## src/hdl/execute_operand_forwarding_assert.svh

```systemverilog
// Assertion macros shared by the execute operand forwarding RTL.
// Expects clk and rst_n in the scope where a macro is used.
`ifndef EXECUTE_OPERAND_FORWARDING_ASSERT_SVH
`define EXECUTE_OPERAND_FORWARDING_ASSERT_SVH

// A condition that must hold at every clock edge out of reset.
`define EXOFWD_ASSERT_ALWAYS(lbl, cond, msg) \
  lbl: assert property (@(posedge clk) disable iff (!rst_n) (cond)) else $error(msg);

// A consequence that must hold in the cycle after its antecedent.
`define EXOFWD_ASSERT_NEXT(lbl, ante, cons, msg) \
  lbl: assert property (@(posedge clk) disable iff (!rst_n) (ante) |=> (cons)) \
    else $error(msg);

`endif

```

## src/hdl/exofwd_pkg.sv

```systemverilog
// Types, codes and constants for the execute operand forwarding block.
// No dependencies; imported by every module of the block.
package exofwd_pkg;

  localparam logic [3:0] R_PC = 4'd15;

  localparam int CTRL_USE_RM     = 0;
  localparam int CTRL_USE_RS     = 1;
  localparam int CTRL_MEM_WR     = 2;
  localparam int CTRL_MEM_WB     = 3;
  localparam int CTRL_IRQ        = 4;
  localparam int CTRL_BLOCK      = 5;
  localparam int CTRL_LOAD_STORE = 6;
  localparam int CTRL_BASE_WB    = 7;
  localparam int CTRL_COMPARE    = 8;

  typedef enum logic [3:0] {
    COND_EQ, COND_NE, COND_CS, COND_CC, COND_MI, COND_PL, COND_VS, COND_VC,
    COND_HI, COND_LS, COND_GE, COND_LT, COND_GT, COND_LE, COND_AL, COND_NV
  } cond_t;

  typedef struct packed {
    logic [3:0]  cond_code;
    logic [3:0]  nzcv;
    logic [15:0] reg_numbers;
    logic [31:0] value_n;
    logic [31:0] value_m;
    logic [31:0] value_s;
    logic [31:0] prev_result;
    logic [3:0]  mem_dest;
    logic [3:0]  mem_base;
    logic [31:0] mem_value;
    logic [8:0]  ctrl_bits;
  } exofwd_in_t;

  typedef struct packed {
    logic [31:0] operand_n;
    logic [31:0] operand_m;
    logic [31:0] operand_s;
    logic        cond_pass;
    logic        executed;
    logic        hold;
  } exofwd_out_t;

  typedef struct packed {
    logic       executed;
    logic       load_store;
    logic       compare;
    logic [3:0] dest;
    logic [3:0] base;
    logic       base_writeback;
    logic       used_rm;
    logic       used_rs;
  } exofwd_last_t;

endpackage

```

## src/hdl/exofwd_cond.sv

```systemverilog
// Condition field evaluation against the NZCV flags.
// Depends on exofwd_pkg for the condition codes.
module exofwd_cond import exofwd_pkg::*; (
  input  logic [3:0] cond_code,
  input  logic [3:0] nzcv,
  output logic       cond_pass
);

  logic n, z, c, v;

  assign n = nzcv[3];
  assign z = nzcv[2];
  assign c = nzcv[1];
  assign v = nzcv[0];

  always_comb begin
    case (cond_t'(cond_code))
      COND_EQ: cond_pass = z;
      COND_NE: cond_pass = !z;
      COND_CS: cond_pass = c;
      COND_CC: cond_pass = !c;
      COND_MI: cond_pass = n;
      COND_PL: cond_pass = !n;
      COND_VS: cond_pass = v;
      COND_VC: cond_pass = !v;
      COND_HI: cond_pass = c && !z;
      COND_LS: cond_pass = !c || z;
      COND_GE: cond_pass = (n == v);
      COND_LT: cond_pass = (n != v);
      COND_GT: cond_pass = !z && (n == v);
      COND_LE: cond_pass = z || (n != v);
      COND_AL: cond_pass = 1'b1;
      COND_NV: cond_pass = 1'b0;
      default: cond_pass = 1'b0;
    endcase
  end

endmodule

```

## src/hdl/exofwd_bypass.sv

```systemverilog
// Operand bypass network for Rn, Rm and Rs from the memory stage and the
// previous execute-stage instruction. Depends on exofwd_pkg.
module exofwd_bypass import exofwd_pkg::*; (
  input  exofwd_in_t   item,
  input  exofwd_last_t last,
  output logic [31:0]  operand_n,
  output logic [31:0]  operand_m,
  output logic [31:0]  operand_s
);

  function automatic logic hit(input logic [3:0] opr, input logic [3:0] wr,
                               input logic en);
    hit = en && (opr != R_PC) && (opr == wr);
  endfunction

  logic [3:0] rn, rm, rs;
  logic       mem_on, mem_wr, mem_wb, ex_dest, ex_base;
  logic       use_m, use_s, ex_use_m, ex_use_s;

  assign rn       = item.reg_numbers[11:8];
  assign rm       = item.reg_numbers[7:4];
  assign rs       = item.reg_numbers[3:0];
  assign mem_on   = (item.mem_dest != R_PC);
  assign mem_wr   = mem_on && item.ctrl_bits[CTRL_MEM_WR];
  assign mem_wb   = mem_on && item.ctrl_bits[CTRL_MEM_WB];
  assign ex_dest  = last.executed && !last.load_store && !last.compare;
  assign ex_base  = last.executed && last.base_writeback;
  assign use_m    = item.ctrl_bits[CTRL_USE_RM];
  assign use_s    = item.ctrl_bits[CTRL_USE_RS];
  assign ex_use_m = use_m && last.used_rm;
  assign ex_use_s = use_s && last.used_rs;

  // The newer execute-stage result is applied last so that it wins.
  always_comb begin
    operand_n = item.value_n;
    if (mem_wr && hit(rn, item.mem_dest, 1'b1)) operand_n = item.mem_value;
    if (mem_wb && hit(rn, item.mem_base, 1'b1)) operand_n = item.mem_value;
    if (ex_dest && hit(rn, last.dest, 1'b1)) operand_n = item.prev_result;
    if (ex_base && hit(rn, last.base, 1'b1)) operand_n = item.prev_result;

    operand_m = item.value_m;
    if (mem_wr && hit(rm, item.mem_dest, use_m)) operand_m = item.mem_value;
    if (mem_wb && hit(rm, item.mem_base, use_m)) operand_m = item.mem_value;
    if (ex_dest && hit(rm, last.dest, ex_use_m)) operand_m = item.prev_result;
    if (ex_base && hit(rm, last.base, ex_use_m)) operand_m = item.prev_result;

    operand_s = item.value_s;
    if (mem_wr && hit(rs, item.mem_dest, use_s)) operand_s = item.mem_value;
    if (mem_wb && hit(rs, item.mem_base, use_s)) operand_s = item.mem_value;
    if (ex_dest && hit(rs, last.dest, ex_use_s)) operand_s = item.prev_result;
    if (ex_base && hit(rs, last.base, ex_use_s)) operand_s = item.prev_result;
  end

endmodule

```

## src/hdl/execute_operand_forwarding.sv

```systemverilog
// A beat accepted into the input register moves on to the result register and is
// presented from there. Throughput: one beat per cycle while the output is not stalled;
// while a result waits, one further beat is still taken into the input register.
// Reset (synchronous, active low) empties both registers and sets the
// instruction history to a non-executed compare, so nothing is forwarded.
module execute_operand_forwarding import exofwd_pkg::*; (
  input  logic        clk,
  input  logic        rst_n,
  input  logic        in_valid,
  output logic        in_stall,
  input  exofwd_in_t  in_data,
  output logic        out_valid,
  input  logic        out_stall,
  output exofwd_out_t out_data
);

`include "execute_operand_forwarding_assert.svh"

  exofwd_in_t   s1_r;
  logic         s1_valid_r, s1_valid_nxt;
  exofwd_out_t  out_r, out_nxt;
  logic         out_valid_r, out_valid_nxt;
  exofwd_last_t last_r, last_nxt;
  logic         in_take, advance, cond_pass, exe, record;
  logic [31:0]  op_n, op_m, op_s;

  assign in_stall = s1_valid_r && out_valid_r && out_stall;
  assign in_take  = in_valid && !in_stall;
  assign advance  = s1_valid_r && (!out_valid_r || !out_stall);

  exofwd_cond u_cond (
    .cond_code (s1_r.cond_code),
    .nzcv      (s1_r.nzcv),
    .cond_pass (cond_pass)
  );

  exofwd_bypass u_bypass (
    .item      (s1_r),
    .last      (last_r),
    .operand_n (op_n),
    .operand_m (op_m),
    .operand_s (op_s)
  );

  assign exe    = cond_pass && !s1_r.ctrl_bits[CTRL_IRQ];
  assign record = advance && (exe || (s1_r.reg_numbers[15:12] == R_PC));

  always_comb begin
    s1_valid_nxt  = in_take || (s1_valid_r && !advance);
    out_valid_nxt = advance || (out_valid_r && out_stall);

    out_nxt.operand_n = op_n;
    out_nxt.operand_m = op_m;
    out_nxt.operand_s = op_s;
    out_nxt.cond_pass = cond_pass;
    out_nxt.executed  = exe;
    out_nxt.hold      = exe && s1_r.ctrl_bits[CTRL_BLOCK];

    last_nxt = last_r;
    if (record) begin
      last_nxt.executed       = exe;
      last_nxt.load_store     = s1_r.ctrl_bits[CTRL_LOAD_STORE];
      last_nxt.compare        = s1_r.ctrl_bits[CTRL_COMPARE];
      last_nxt.dest           = s1_r.reg_numbers[15:12];
      last_nxt.base           = s1_r.reg_numbers[11:8];
      last_nxt.base_writeback = s1_r.ctrl_bits[CTRL_BASE_WB];
      last_nxt.used_rm        = s1_r.ctrl_bits[CTRL_USE_RM];
      last_nxt.used_rs        = s1_r.ctrl_bits[CTRL_USE_RS];
    end
  end

  always_ff @(posedge clk) begin
    if (!rst_n) begin
      s1_valid_r  <= 1'b0;
      out_valid_r <= 1'b0;
      last_r      <= '{executed: 1'b0, load_store: 1'b0, compare: 1'b1,
                       dest: 4'd0, base: 4'd0, base_writeback: 1'b0,
                       used_rm: 1'b0, used_rs: 1'b0};
    end else begin
      s1_valid_r  <= s1_valid_nxt;
      out_valid_r <= out_valid_nxt;
      last_r      <= last_nxt;
    end
  end

  always_ff @(posedge clk) begin
    if (in_take) begin
      s1_r <= in_data;
    end
    if (advance) begin
      out_r <= out_nxt;
    end
  end

  assign out_valid = out_valid_r;
  assign out_data  = out_r;

  `EXOFWD_ASSERT_ALWAYS(a_hold_needs_exec, !out_valid_r || !out_r.hold || out_r.executed, "hold raised for a beat that did not execute")
  `EXOFWD_ASSERT_ALWAYS(a_exec_needs_pass, !out_valid_r || !out_r.executed || out_r.cond_pass, "executed without the condition passing")
  `EXOFWD_ASSERT_NEXT(a_history_dest, record, last_r.dest == $past(s1_r.reg_numbers[15:12]), "history destination not recorded")

endmodule
```

## config.mk

```make
export PLATFORM = sky130hd
export DESIGN_NAME = execute_operand_forwarding
export DESIGN_NICKNAME = d
export VERILOG_FILES = /design/src/hdl/exofwd_pkg.sv /design/src/hdl/exofwd_cond.sv /design/src/hdl/exofwd_bypass.sv /design/src/hdl/execute_operand_forwarding.sv
export VERILOG_INCLUDE_DIRS = /design/src /design/src/hdl
export SDC_FILE = /design/constraint.sdc
export NUM_CORES = 1
export LEC_CHECK = 0
export ABC_CLOCK_PERIOD_IN_PS = 11400
export BUFFER_PORTS_ARGS = -buffer_cell sky130_fd_sc_hd__clkbuf_2
export CAP_MARGIN = 10
export CORE_MARGIN = 3
export CORE_UTILIZATION = 48
export CTS_CLUSTER_DIAMETER = 200
export DETAILED_ROUTE_END_ITERATION = 8
export PLACE_DENSITY = 0.77
export SYNTH_ARGS = -nofsm -noshare
export SYNTH_HDL_FRONTEND = slang
export SYNTH_SLANG_ARGS = --single-unit
```

## constraint.sdc

```tcl
create_clock -name clk -period 11.4 [get_ports clk]
set_input_delay 1.71 -clock clk [delete_from_list [all_inputs] [get_ports clk]]
set_output_delay 1.71 -clock clk [all_outputs]
set_load 0.02 [all_outputs]
```

=== After elaboration in Yosys (flattened, before gate mapping) ===
Cells that the tools add are included.
Widths: inputs -> output; s select.

* RAM bits: 0
* Logic and storage cells: 138
* Output and inout port bits: 101
* ROM bits: 0
* Bits in registers: 316
* Input bits: 205
* Latch bits: 0
* Memories kept: 0

* Shift operators: 0
* Add/subtract/negate cells: 0
* $lt $le $gt $ge: 0
* $mul: 0
* Mux-type cells: 13
* Div/mod/pow operators: 0
* Equal/unequal tests: 34
* Reductions and logical operators: 64
* Bitwise operators: 0

{| class="wikitable"
|+ Operator list
! operator !! number
|-
| $mux 32 || 12
|-
| $eq 4x4->1 || 12
|-
| $logic_and 1x1->1 || 46
|-
| $eq 4x4->1 const B || 9
|-
| $eq 4x3->1 const B || 4
|-
| $ne 4x4->1 const B || 4
|-
| $pmux 1 s16 || 1
|-
| $logic_not 1->1 || 11
|-
| $eq 4x2->1 const B || 2
|-
| $logic_or 1x1->1 || 6
|-
| $eq 4x1->1 const B || 1
|-
| $logic_not 4->1 || 1
|-
| $eq 1x1->1 || 1
|-
| $ne 1x1->1 || 1
|}

=== Depth between registers and ports, before layout ===
Gate-level depths: netlist (run 1).

* Depth after elaboration: 8
* Depth in mapped cells: 9
* Depth with buffers taken out: 6

=== Modules after synthesis ===
Synthesis (run 1) repeated with hierarchy kept, for this count alone.

* Cell total of the unflattened synthesis: 707
* Area, all modules: 13,575.5 um^2

{| class="wikitable"
|+ Modules (own cells, without submodules)
! module !! area an instance (um^2) !! instances !! cells an instance !! seq. area each (um^2)
|-
| execute_operand_forwarding || 9,718.1 || 1 || 374 || 9,328.9
|-
| exofwd_bypass || 3,702.3 || 1 || 310 || 0.0
|-
| exofwd_cond || 155.1 || 1 || 23 || 0.0
|}

=== Worst setup path after synthesis (run 1) ===
No wires, ideal clock.

* Path type: input-to-reg
* Start point: input port out_stall
* End point: register s1_r[0] (netlist name) (enable)
* Cell stages on the path: 2
* Setup time: 0.785 ns
* Buffers on the path: 0
* Required time: 10.615 ns
* Arrival: 10.738 ns
* Setup slack: -0.123 ns
* Cells stage by stage: and3_1 > nor2b_1

* Longest elaborated chain between the ends: 3

{| class="wikitable"
|+ RTL lines
! item !! line !! source
|-
| from (decl) || execute_operand_forwarding.sv:13 || <nowiki>input logic out_stall,</nowiki>
|-
| $logic_and 1x1->1 || execute_operand_forwarding.sv:27 || <nowiki>assign in_stall = s1_valid_r && out_valid_r && out_stall;</nowiki>
|-
| $logic_not 1->1 || execute_operand_forwarding.sv:28 || <nowiki>assign in_take = in_valid && !in_stall;</nowiki>
|-
| $logic_and 1x1->1 || execute_operand_forwarding.sv:28 ||
|-
| net in_take || execute_operand_forwarding.sv:24 || <nowiki>logic in_take, advance, cond_pass, exe, record;</nowiki>
|-
| to (signal assigned) || execute_operand_forwarding.sv:88 || <nowiki>s1_r <= in_data;</nowiki>
|-
| to (decl) || execute_operand_forwarding.sv:19 || <nowiki>exofwd_in_t s1_r;</nowiki>
|}

The timed path passes the listed nets, and every way through them passes these cells.
A chain may end at the register's enable or synchronous reset.

=== Worst setup path after layout (run 1) ===
* Start point: input port out_stall
* End point: output port in_stall

* Longest elaborated chain between the ends: 1

{| class="wikitable"
|+ RTL lines
! item !! line !! source
|-
| $logic_and 1x1->1 || execute_operand_forwarding.sv:27 ||
|-
| to (decl) || execute_operand_forwarding.sv:10 || <nowiki>output logic in_stall,</nowiki>
|}

Every way passes these cells.

==> flow_metrics.env, run 1 <==
export IMPL_powerDensity_nw_per_um2=166
export IMPL_arrival_ns=2.24
export IMPL_io_buffers=305
export IMPL_start_kind="primary input"
export IMPL_crit_fanout=3
export IMPL_ys_async_sr_fraction_pct=0
export IMPL_drc=0
export IMPL_power_total_uw=2560
export IMPL_setup_viol=0
export IMPL_grtUsageTotal_pct=19.3
export IMPL_max_slew_margin_rel_pct=29.6
export IMPL_outcome="finished clean"
export IMPL_r2r_cells=6
export IMPL_num_rows=58
export IMPL_maxCapViolCount=0
export IMPL_cts_tree="done"
export IMPL_synth_nets=1021
export IMPL_ir_worst_vdd_mv=0.131
export IMPL_fmax_ghz=0.253
export IMPL_syn_area_sq_um=12500
export IMPL_yosys_warnings=0
export IMPL_slew_viol_final=0
export IMPL_path_clk_slew_ns=0.06
export IMPL_crit_type="primary input to primary output"
export IMPL_worstMarginPinSlew_ns=1.06
export IMPL_hpwl_um=18300
export IMPL_wl_per_cell_um=18.9
export IMPL_start_util_pct=49.3
export IMPL_drtIter0Drc=623
export IMPL_grt_setup_unrepaired="false"
export IMPL_seq_area_frac_synth_pct=74.5
export IMPL_h_tree_depth=2
export IMPL_yosys_most_used_dff="edfxtp_1"
export IMPL_cts_resized=0
export IMPL_hold_slack_ns=0.459
export IMPL_clockRootBuffer="clkbuf_16"
export IMPL_num_io_pins=306
export IMPL_grt_pass1_vias=7792
export IMPL_cts_setup_buffers=0
export IMPL_critPathCaptureType="primary output"
export IMPL_hold_path_class="register to register"
export IMPL_fin_crit_sh_pct=34.6
export IMPL_tns_ns=0
export IMPL_cts_made_buffers=34
export IMPL_power_leakage_uw=0.00609
export IMPL_cts_buffer_depth=3
export IMPL_place_area_sq_um=14400
export IMPL_yosys_cell_types_count=41
export IMPL_insertedDiodeCount=0
export IMPL_wl_um=27800
export IMPL_hold_depth=2
export IMPL_gp_congestion=0.857
export IMPL_hold_violations=0
export IMPL_drive_above_1_share_pct=32.9
export IMPL_r2r_slack_ns=8.70
export IMPL_die_h_um=167
export IMPL_fin_area_sq_um=15400
export IMPL_cts_hold_buf=0
export IMPL_core_sq_um=25400
export IMPL_vias_per_cell=5.23
export IMPL_antenna_left=0
export IMPL_grt_max_degree=202
export IMPL_area_delta_synth_final_pct=22.9
export IMPL_syn_inst=816
export IMPL_die_w_um=167
export IMPL_ys_seq_elements=316
export IMPL_clock_skew_ns=0.0152
export IMPL_drt_pass1_iter_count=5
export IMPL_via_count=7681
export IMPL_antenna_found_initial=0
export IMPL_clock_sinks=316
export IMPL_dieArea_sq_um=28000
export IMPL_final_min_clock_period_ns=3.95
export IMPL_insertion_delay_ns=0.50
export IMPL_grt_remaining_overflow=0
export IMPL_synth_area_per_cell_sq_um=15.3
export IMPL_grt_pass1_wl_um=42300
export IMPL_required_ns=9.69
export IMPL_synth_edff_count=300
export IMPL_finish_net_count=1322
-- sequential cells by signal, indices dropped and copies added (netlist names) --
signal / count
s1_r: 201
s1_valid_r: 1
last_r: 14
out_valid: 1
out_data: 99
-- worst paths after layout --
path,from,end
worst max-delay path,out_stall,in_stall
worst min-delay path,last_r[0],last_r[0]
worst max register to register,s1_r[180],out_data[19]
worst min register to register,last_r[0],last_r[0]
-- per-layer routing --
layer  vias up  GRT usage, %  share of wire (%)
li1       3639             -                  -
met1      3633          24.6                 40
met2       340          32.4                 49
met3        69          4.27                8.1
met4         0          7.44                3.6
met5         -             0                  0
-- worst max-delay path, cell delays in order --
cell	delay (ns)
clkbuf_2	0.10
and3_1	0.23
clkbuf_2	0.20
-- synthesized netlist by cell type (2+ instances only) --
master	n	area, sq um
o21ai_0	97	485
and3_1	2	12.5
nor2b_1	5	31.3
a21oi_1	3	15.0
dfxtp_1	16	320
buf_2	10	50.1
nand2_1	126	473
clkbuf_1	35	131
nor4_1	4	25.0
nand2b_1	2	12.5
o21a_1	2	15.0
nand3_1	9	45.0
mux2i_1	110	1100
o22ai_1	2	12.5
inv_1	4	15.0
xor2_1	24	210
xnor2_1	26	228
nor3_1	5	25.0
nand4_1	11	68.8
edfxtp_1	300	9010
nor2_1	3	11.3
-- cells by family after synthesis --
| family | share of synthesized area, % |
|---|---|
| flops | 74.5 |
| simple gates | 6.15 |
| compound gates | 5.20 |
| mux | 8.80 |
| buf+inv | 1.82 |
| xor+xnor | 3.50 |
-- power breakdown --
part,switching (uW),leakage [uW],total [uW],internal (uW)
Combinational,98.8,0.00258,171,72.6
Clock,421,0.000489,1010,585
Sequential,34.5,0.00302,1380,1350
-- placed cells by master, fill, tap and decap left out, types with 2 or more instances in the layout --
master / count
a21oi_4: 2
and3_1: 2
buf_4: 6
clkbuf_1: 7
clkbuf_16: 35
clkbuf_2: 305
clkinv_1: 7
clkinv_2: 4
clkinvlp_4: 3
dfxtp_1: 16
edfxtp_1: 300
inv_1: 3
mux2i_1: 110
nand2_1: 126
nand2b_1: 2
nand3_1: 7
nand4_1: 11
nor2_1: 3
nor2b_1: 4
nor3_1: 5
nor4_1: 4
o21ai_0: 97
o22ai_1: 2
xnor2_1: 26
xor2_1: 24
-- through the flow --
step	utilization (%)	instances	worst slack, ns
after floorplan	-	816	3.74
after global placement	56.5	1411	7.46
after detailed placement	56.5	1411	7.45
after CTS	60.5	1470	7.45
after global routing	60.5	1470	7.44
final	60.5	1470	7.45
-- cell type report --
cell class,instances,area [sq um]
Sequential cell,316,9330
Clock buffer,42,902
Multi-Input combinational cell,449,3010
Timing Repair Buffer,312,1590
Clock inverter,17,116
Fill cell,1916,10000
Inverter,4,17.5
Tap cell,330,413
Power figures use the tool's default switching activity.
==> run 2: changes to the inputs <==
--- a/config.mk
+++ b/config.mk
@@ -6,14 +6,15 @@
 export SDC_FILE = /design/constraint.sdc
 export NUM_CORES = 1
 export LEC_CHECK = 0
-export ABC_CLOCK_PERIOD_IN_PS = 11400
+export ABC_AREA = 1
+export ABC_CLOCK_PERIOD_IN_PS = 3300
 export BUFFER_PORTS_ARGS = -buffer_cell sky130_fd_sc_hd__clkbuf_2
 export CAP_MARGIN = 10
 export CORE_MARGIN = 3
-export CORE_UTILIZATION = 48
+export CORE_UTILIZATION = 49
 export CTS_CLUSTER_DIAMETER = 200
 export DETAILED_ROUTE_END_ITERATION = 8
-export PLACE_DENSITY = 0.77
+export PLACE_DENSITY = 0.78
 export SYNTH_ARGS = -nofsm -noshare
 export SYNTH_HDL_FRONTEND = slang
 export SYNTH_SLANG_ARGS = --single-unit
==> constraint.sdc (replaced) <==
create_clock -name clk -period 3.3 [get_ports clk]
set_input_delay 0.495 -clock clk [delete_from_list [all_inputs] [get_ports clk]]
set_output_delay 0.495 -clock clk [all_outputs]
set_load 0.02 [all_outputs]
==> run 2 against run 1 <==
- clock power increased to 3.5 times the previous value
- sequential power increased to 3.5 times the previous value
- total power increased to 3.6 times the previous value
- hold slack got worse by 0.29 ns
- non-clock buffer count increased by 17
- clock-buffer cell count unchanged
- utilization increased by 1.0 points
- area after synthesis increased by 5.3%
- setup slack got worse by 6.8 ns
- critical path type is now register to register
- highest routed layer unchanged
==> flow_metrics.env, run 2 <==
export IMPL_outcome="finished clean"
export IMPL_largest_register="s1_r"
export IMPL_ys_async_sr_fraction_pct=0
export IMPL_drtIter0Drc=773
export IMPL_core_sq_um=26300
export IMPL_start_util_pct=50.1
export IMPL_worstSetupStartpoint="s1_r[183]"
export IMPL_die_h_um=170
export IMPL_cts_made_buffers=34
export IMPL_maxCapViolCount=0
export IMPL_wl_per_cell_um=17.4
export IMPL_synthMostInstantiatedCell="edfxtp_1"
export IMPL_crit_fanout=37
export IMPL_grt_pass1_wl_um=47200
export IMPL_grt_remaining_overflow=0
export IMPL_seq_area_frac_synth_pct=70.8
export IMPL_drt_pass1_iter_count=5
export IMPL_antenna_left=0
export IMPL_path_clk_slew_ns=0.06
export IMPL_die_w_um=170
export IMPL_power_leakage_uw=0.00686
export IMPL_grt_max_degree=58
export IMPL_num_fill_cells=2021
export IMPL_slew_viol_final=0
export IMPL_ys_top_cells_by_count="edfxtp_1, nand2_1, inv_1, nor2_1, a21oi_1"
export IMPL_ys_seq_elements=316
export IMPL_antenna_found_initial=1
export IMPL_yosys_most_used_dff="edfxtp_1"
export IMPL_fin_area_sq_um=16200
export IMPL_max_slew_margin_rel_pct=43.2
export IMPL_switchingPower_uw=2050
export IMPL_syn_area_sq_um=13200
export IMPL_setup_ws_ns=0.693
export IMPL_clockRootBuffer="clkbuf_16"
export IMPL_area_delta_synth_final_pct=22.8
export IMPL_hpwl_um=21700
export IMPL_clock_skew_ns=0.0199
export IMPL_critPathCaptureType="register"
export IMPL_place_ws_ns=0.763
export IMPL_num_rows=59
export IMPL_utilization_pct=61.6
export IMPL_slowest_stage="edfxtp_1"
export IMPL_ys_top_cells_by_area="edfxtp_1, nand2_1, o21ai_2"
export IMPL_most_common_layout_cells="clkbuf_2, edfxtp_1, nand2_1"
export IMPL_place_area_sq_um=15100
export IMPL_seqPwrFrac_pct=52.5
export IMPL_vias_per_cell=5.08
export IMPL_final_common_cell="clkbuf_2"
export IMPL_synth_top_area_share_pct=68.4
export IMPL_synth_nets=1290
export IMPL_largest_register_ffs=201
export IMPL_setup_viol=0
export IMPL_start_kind="register"
export IMPL_num_io_pins=306
export IMPL_cts_setup_buffers=0
export IMPL_dieArea_sq_um=28900
export IMPL_finish_net_count=1605
export IMPL_final_min_clock_period_ns=2.61
export IMPL_syn_inst=1085
export IMPL_via_count=8938
export IMPL_cts_resized=0
export IMPL_clock_sinks=316
export IMPL_wl_um=30700
export IMPL_fmax_ghz=0.384
export IMPL_io_buffers=305
export IMPL_drc=0
export IMPL_seq_area_sq_um=9330
export IMPL_worstMarginPinSlew_ns=0.849
export IMPL_critPathBufInv=1
export IMPL_crit_type="register to register"
export IMPL_required_ns=3.53
export IMPL_grt_setup_unrepaired="false"
export IMPL_hold_violations=0
export IMPL_cp_top_family="simple AND/OR/NAND/NOR gates"
export IMPL_synth_area_per_cell_sq_um=12.1
export IMPL_yosys_area_top_type="edfxtp_1"
export IMPL_gp_congestion=0.899
export IMPL_h_tree_depth=2
export IMPL_powerDensity_nw_per_um2=563
export IMPL_fin_crit_sh_pct=79.0
export IMPL_tns_ns=0
export IMPL_cts_hold_buf=0
export IMPL_drive_above_1_share_pct=32.0
export IMPL_grtUsageTotal_pct=20.8
export IMPL_cts_tree="done"
export IMPL_p_clk_share_pct=39.0
export IMPL_insertion_delay_ns=0.50
export IMPL_sw_frac_of_total_pct=22.5
export IMPL_grt_pass1_vias=8808
export IMPL_multi_input_area_sq_um=3100
export IMPL_r2r_start="s1_r[183]"
export IMPL_yosys_cell_types_count=34
export IMPL_min_from="in_data[14]"
export IMPL_hold_slack_ns=0.166
export IMPL_slowest_delay_ns=0.50
export IMPL_internal_power_uw=7070
export IMPL_crit_chain="xnor2_1, nand3_1, o31ai_1, nand3_4, buf_4, nor2_1, a21oi_1"
export IMPL_hold_path_class="primary input to register"
export IMPL_yosys_warnings=0
export IMPL_ir_worst_vdd_mv=0.456
export IMPL_arrival_ns=2.84
export IMPL_cts_buffer_depth=3
export IMPL_pwr_share_comb_pct=8.5
export IMPL_synth_edff_count=300
run 2: layer usage:
layer  part of all wire (%)  routed length [um]  global-route usage (%)
met1                     40               12300                    26.9
met2                     49               15200                    35.4
met3                    6.9                2130                    3.93
met4                    3.4                1050                    7.72
met5                      0                   0                       0
run 2: through the flow:
stage / total power [uW] / std cells
3_3_place_gp: 5620 / 1699
5_1_grt: 9490 / 1760
2_1_floorplan: 5320 / 1085
3_5_place_dp: 5640 / 1699
6_report: 9120 / 1760
4_1_cts: 9210 / 1759
run 2: power groups by stage:
stage | combinational [uW] | sequential, uW | clock (uW)
detailed placement | 777 | 4870 | 0
floorplan | 394 | 4930 | 0
global placement | 756 | 4860 | 0
CTS | 781 | 4780 | 3650
finish | 774 | 4780 | 3560
global route | 859 | 4800 | 3830
run 2: logic make-up after synthesis:
family,count (synthesis),synth area share (%)
buffers and inverters,181,5.99
AND/OR/NAND/NOR,336,10.6
AO/OA/AOI/OAI,211,9.86
flip-flops,316,70.8
XOR/XNOR,41,2.73
run 2: layout make-up:
cell class / count / area share (%)
tap: 335 / 2.59
multi-input combinational: 588 / 19.2
inverter: 131 / 3.08
clock buffer: 42 / 5.57
clock inverter: 18 / 0.835
sequential: 316 / 57.7
antenna: 1 / 0.0155
timing repair buffer: 329 / 11.1
run 2: worst paths after layout:
check                  to  slack (ns)  cells past startpoint
min              s1_r[14]        0.17                      1
max reg2reg  out_data[52]        0.69                      7
min reg2reg    last_r[11]        0.46                      2
max          out_data[52]        0.69                      7
==> run 3: changes to the inputs <==
--- a/config.mk
+++ b/config.mk
@@ -6,15 +6,15 @@
 export SDC_FILE = /design/constraint.sdc
 export NUM_CORES = 1
 export LEC_CHECK = 0
-export ABC_AREA = 1
-export ABC_CLOCK_PERIOD_IN_PS = 3300
+export ABC_AREA = 0
+export ABC_CLOCK_PERIOD_IN_PS = 2360
 export BUFFER_PORTS_ARGS = -buffer_cell sky130_fd_sc_hd__clkbuf_2
 export CAP_MARGIN = 10
 export CORE_MARGIN = 3
-export CORE_UTILIZATION = 49
+export CORE_UTILIZATION = 48
 export CTS_CLUSTER_DIAMETER = 200
 export DETAILED_ROUTE_END_ITERATION = 8
-export PLACE_DENSITY = 0.78
+export PLACE_DENSITY = 0.77
 export SYNTH_ARGS = -nofsm -noshare
 export SYNTH_HDL_FRONTEND = slang
 export SYNTH_SLANG_ARGS = --single-unit
==> constraint.sdc (replaced) <==
create_clock -name clk -period 2.36 [get_ports clk]
set_input_delay 0.354 -clock clk [delete_from_list [all_inputs] [get_ports clk]]
set_output_delay 0.354 -clock clk [all_outputs]
set_load 0.02 [all_outputs]
==> run 3 against run 2 <==
- routed wire length shrank 8.0%
- cell area fell by 2.9%
- critical endpoint is now last_r[1]
- critical path type unchanged
- non-clock buffer count decreased by 1
- largest power group unchanged
- register-to-register slack got worse by 0.59 ns
- flip-flop and latch count did not move
==> flow_metrics.env, run 3 (same netlist as run 1, synthesis figures left out) <==
export IMPL_core_sq_um=25400
export IMPL_hold_path_class="primary input to register"
export IMPL_critPathCaptureType="register"
export IMPL_critPathBufInv=1
export IMPL_fin_crit_sh_pct=95.7
export IMPL_slew_viol_final=0
export IMPL_grtUsageTotal_pct=19.6
export IMPL_pwr_share_comb_pct=6.8
export IMPL_cp_depth=7
export IMPL_area_delta_synth_final_pct=25.5
export IMPL_insertion_delay_ns=0.50
export IMPL_final_min_clock_period_ns=2.26
export IMPL_grt_setup_unrepaired="false"
export IMPL_r2r_end="last_r[1]"
export IMPL_slowest_stage="or4b_4"
export IMPL_internal_power_uw=9970
export IMPL_hpwl_um=19300
export IMPL_grt_pass1_wl_um=43500
export IMPL_drt_pass1_iter_count=5
export IMPL_max_slew_margin_rel_pct=61.9
export IMPL_tns_ns=0
export IMPL_ir_worst_vdd_mv=0.659
export IMPL_largest_register_ffs=201
export IMPL_hold_depth=1
export IMPL_maxCapViolCount=0
export IMPL_num_rows=58
export IMPL_drc=0
export IMPL_wl_um=28200
export IMPL_gp_congestion=0.865
export IMPL_crit_chain="or4b_4, o2111ai_2, a211oi_2, or3_4, a31oi_4, buf_12, mux2i_1"
export IMPL_clock_sinks=316
export IMPL_start_util_pct=49.3
export IMPL_num_io_pins=306
export IMPL_min_from="in_data[191]"
export IMPL_clockRootBuffer="clkbuf_16"
export IMPL_grt_remaining_overflow=0
export IMPL_holdPathEnd="s1_r[191]"
export IMPL_insertedDiodeCount=0
export IMPL_cts_made_buffers=35
export IMPL_place_area_sq_um=14600
export IMPL_slowest_delay_ns=0.56
export IMPL_powerDensity_nw_per_um2=808
export IMPL_final_common_cell="clkbuf_2"
export IMPL_seqPwrFrac_pct=52.6
export IMPL_start_kind="register"
export IMPL_hold_violations=0
export IMPL_drive_above_1_share_pct=34.1
export IMPL_crit_fanout=9
export IMPL_p_clk_share_pct=40.6
export IMPL_vias_per_cell=5.20
export IMPL_cts_buffer_depth=3
export IMPL_io_buffers=305
export IMPL_outcome="finished clean"
export IMPL_wl_per_cell_um=19.0
export IMPL_grt_max_degree=105
export IMPL_switchingPower_uw=2730
export IMPL_fmax_ghz=0.443
export IMPL_cp_top_family="simple AND/OR/NAND/NOR gates"
export IMPL_antenna_left=0
export IMPL_dieArea_sq_um=28000
export IMPL_required_ns=2.79
export IMPL_antenna_found_initial=0
export IMPL_clock_skew_ns=0.0147
export IMPL_r2r_slack_ns=0.10
export IMPL_finish_net_count=1339
export IMPL_setup_viol=0
export IMPL_utilization_pct=61.8
export IMPL_most_common_layout_cells="clkbuf_2, edfxtp_1, nand2_1"
export IMPL_power_leakage_uw=0.00622
export IMPL_power_total_uw=12700
export IMPL_worstMarginPinSlew_ns=0.572
export IMPL_drtIter0Drc=703
export IMPL_die_h_um=167
export IMPL_r2r_cells=7
export IMPL_cts_resized=0
export IMPL_path_clk_slew_ns=0.06
export IMPL_via_count=7746
export IMPL_sw_frac_of_total_pct=21.5
export IMPL_cts_hold_buf=0
export IMPL_die_w_um=167
export IMPL_r2r_start="s1_r[195]"
export IMPL_fin_area_sq_um=15700
export IMPL_crit_type="register to register"
export IMPL_cts_tree="done"
export IMPL_h_tree_depth=2
export IMPL_largest_register="s1_r"
export IMPL_arrival_ns=2.69
export IMPL_grt_pass1_vias=7965
run 3: through the flow:
step                std cells  hold WS [ns]  setup WS (ns)
global route             1489       0.00477        0.00816
global placement         1424         0.445          0.163
floorplan                 816         0.435          -1.60
CTS                      1486       0.00516         0.0808
detailed placement       1424         0.469         0.0856
finish                   1489        0.0285          0.101
run 3: how the worst max path moves through the flow:
stage,from,to
2_1_floorplan,out_stall,s1_r[0]
3_3_place_gp,s1_r[195],last_r[1]
3_5_place_dp,s1_r[195],last_r[1]
4_1_cts,s1_r[195],last_r[1]
5_1_grt,s1_r[197],last_r[1]
6_report,s1_r[195],last_r[1]
run 3: final cells by class:
type / count / area [sq um]
clock buffer: 45 / 956
tap: 330 / 413
inverter: 4 / 18.8
clock inverter: 17 / 141
multi-input combinational: 449 / 3010
fill: 1904 / 9690
sequential: 316 / 9330
timing repair buffer: 328 / 1840
run 3: timing repair:
item,in CTS,in global routing
hold endpoints to repair,0,0
buffers inserted,0,3
endpoints found under the setup margin,0,3
run 3: per-layer routing:
layer | GRT usage [%] | routed length [um]
met5 | 0 | 0
met4 | 6.69 | 777
met3 | 4.06 | 1820
met2 | 34.0 | 14300
met1 | 24.8 | 11300
run 3: power by group through the flow:
stage               Clock, uW  Sequential, uW  Combinational (uW)
floorplan                   0            6850                 397
global placement            0            6780                 839
detailed placement          0            6790                 864
CTS                      5260            6670                 868
global route             5540            6700                 942
finish                   5160            6670                 862
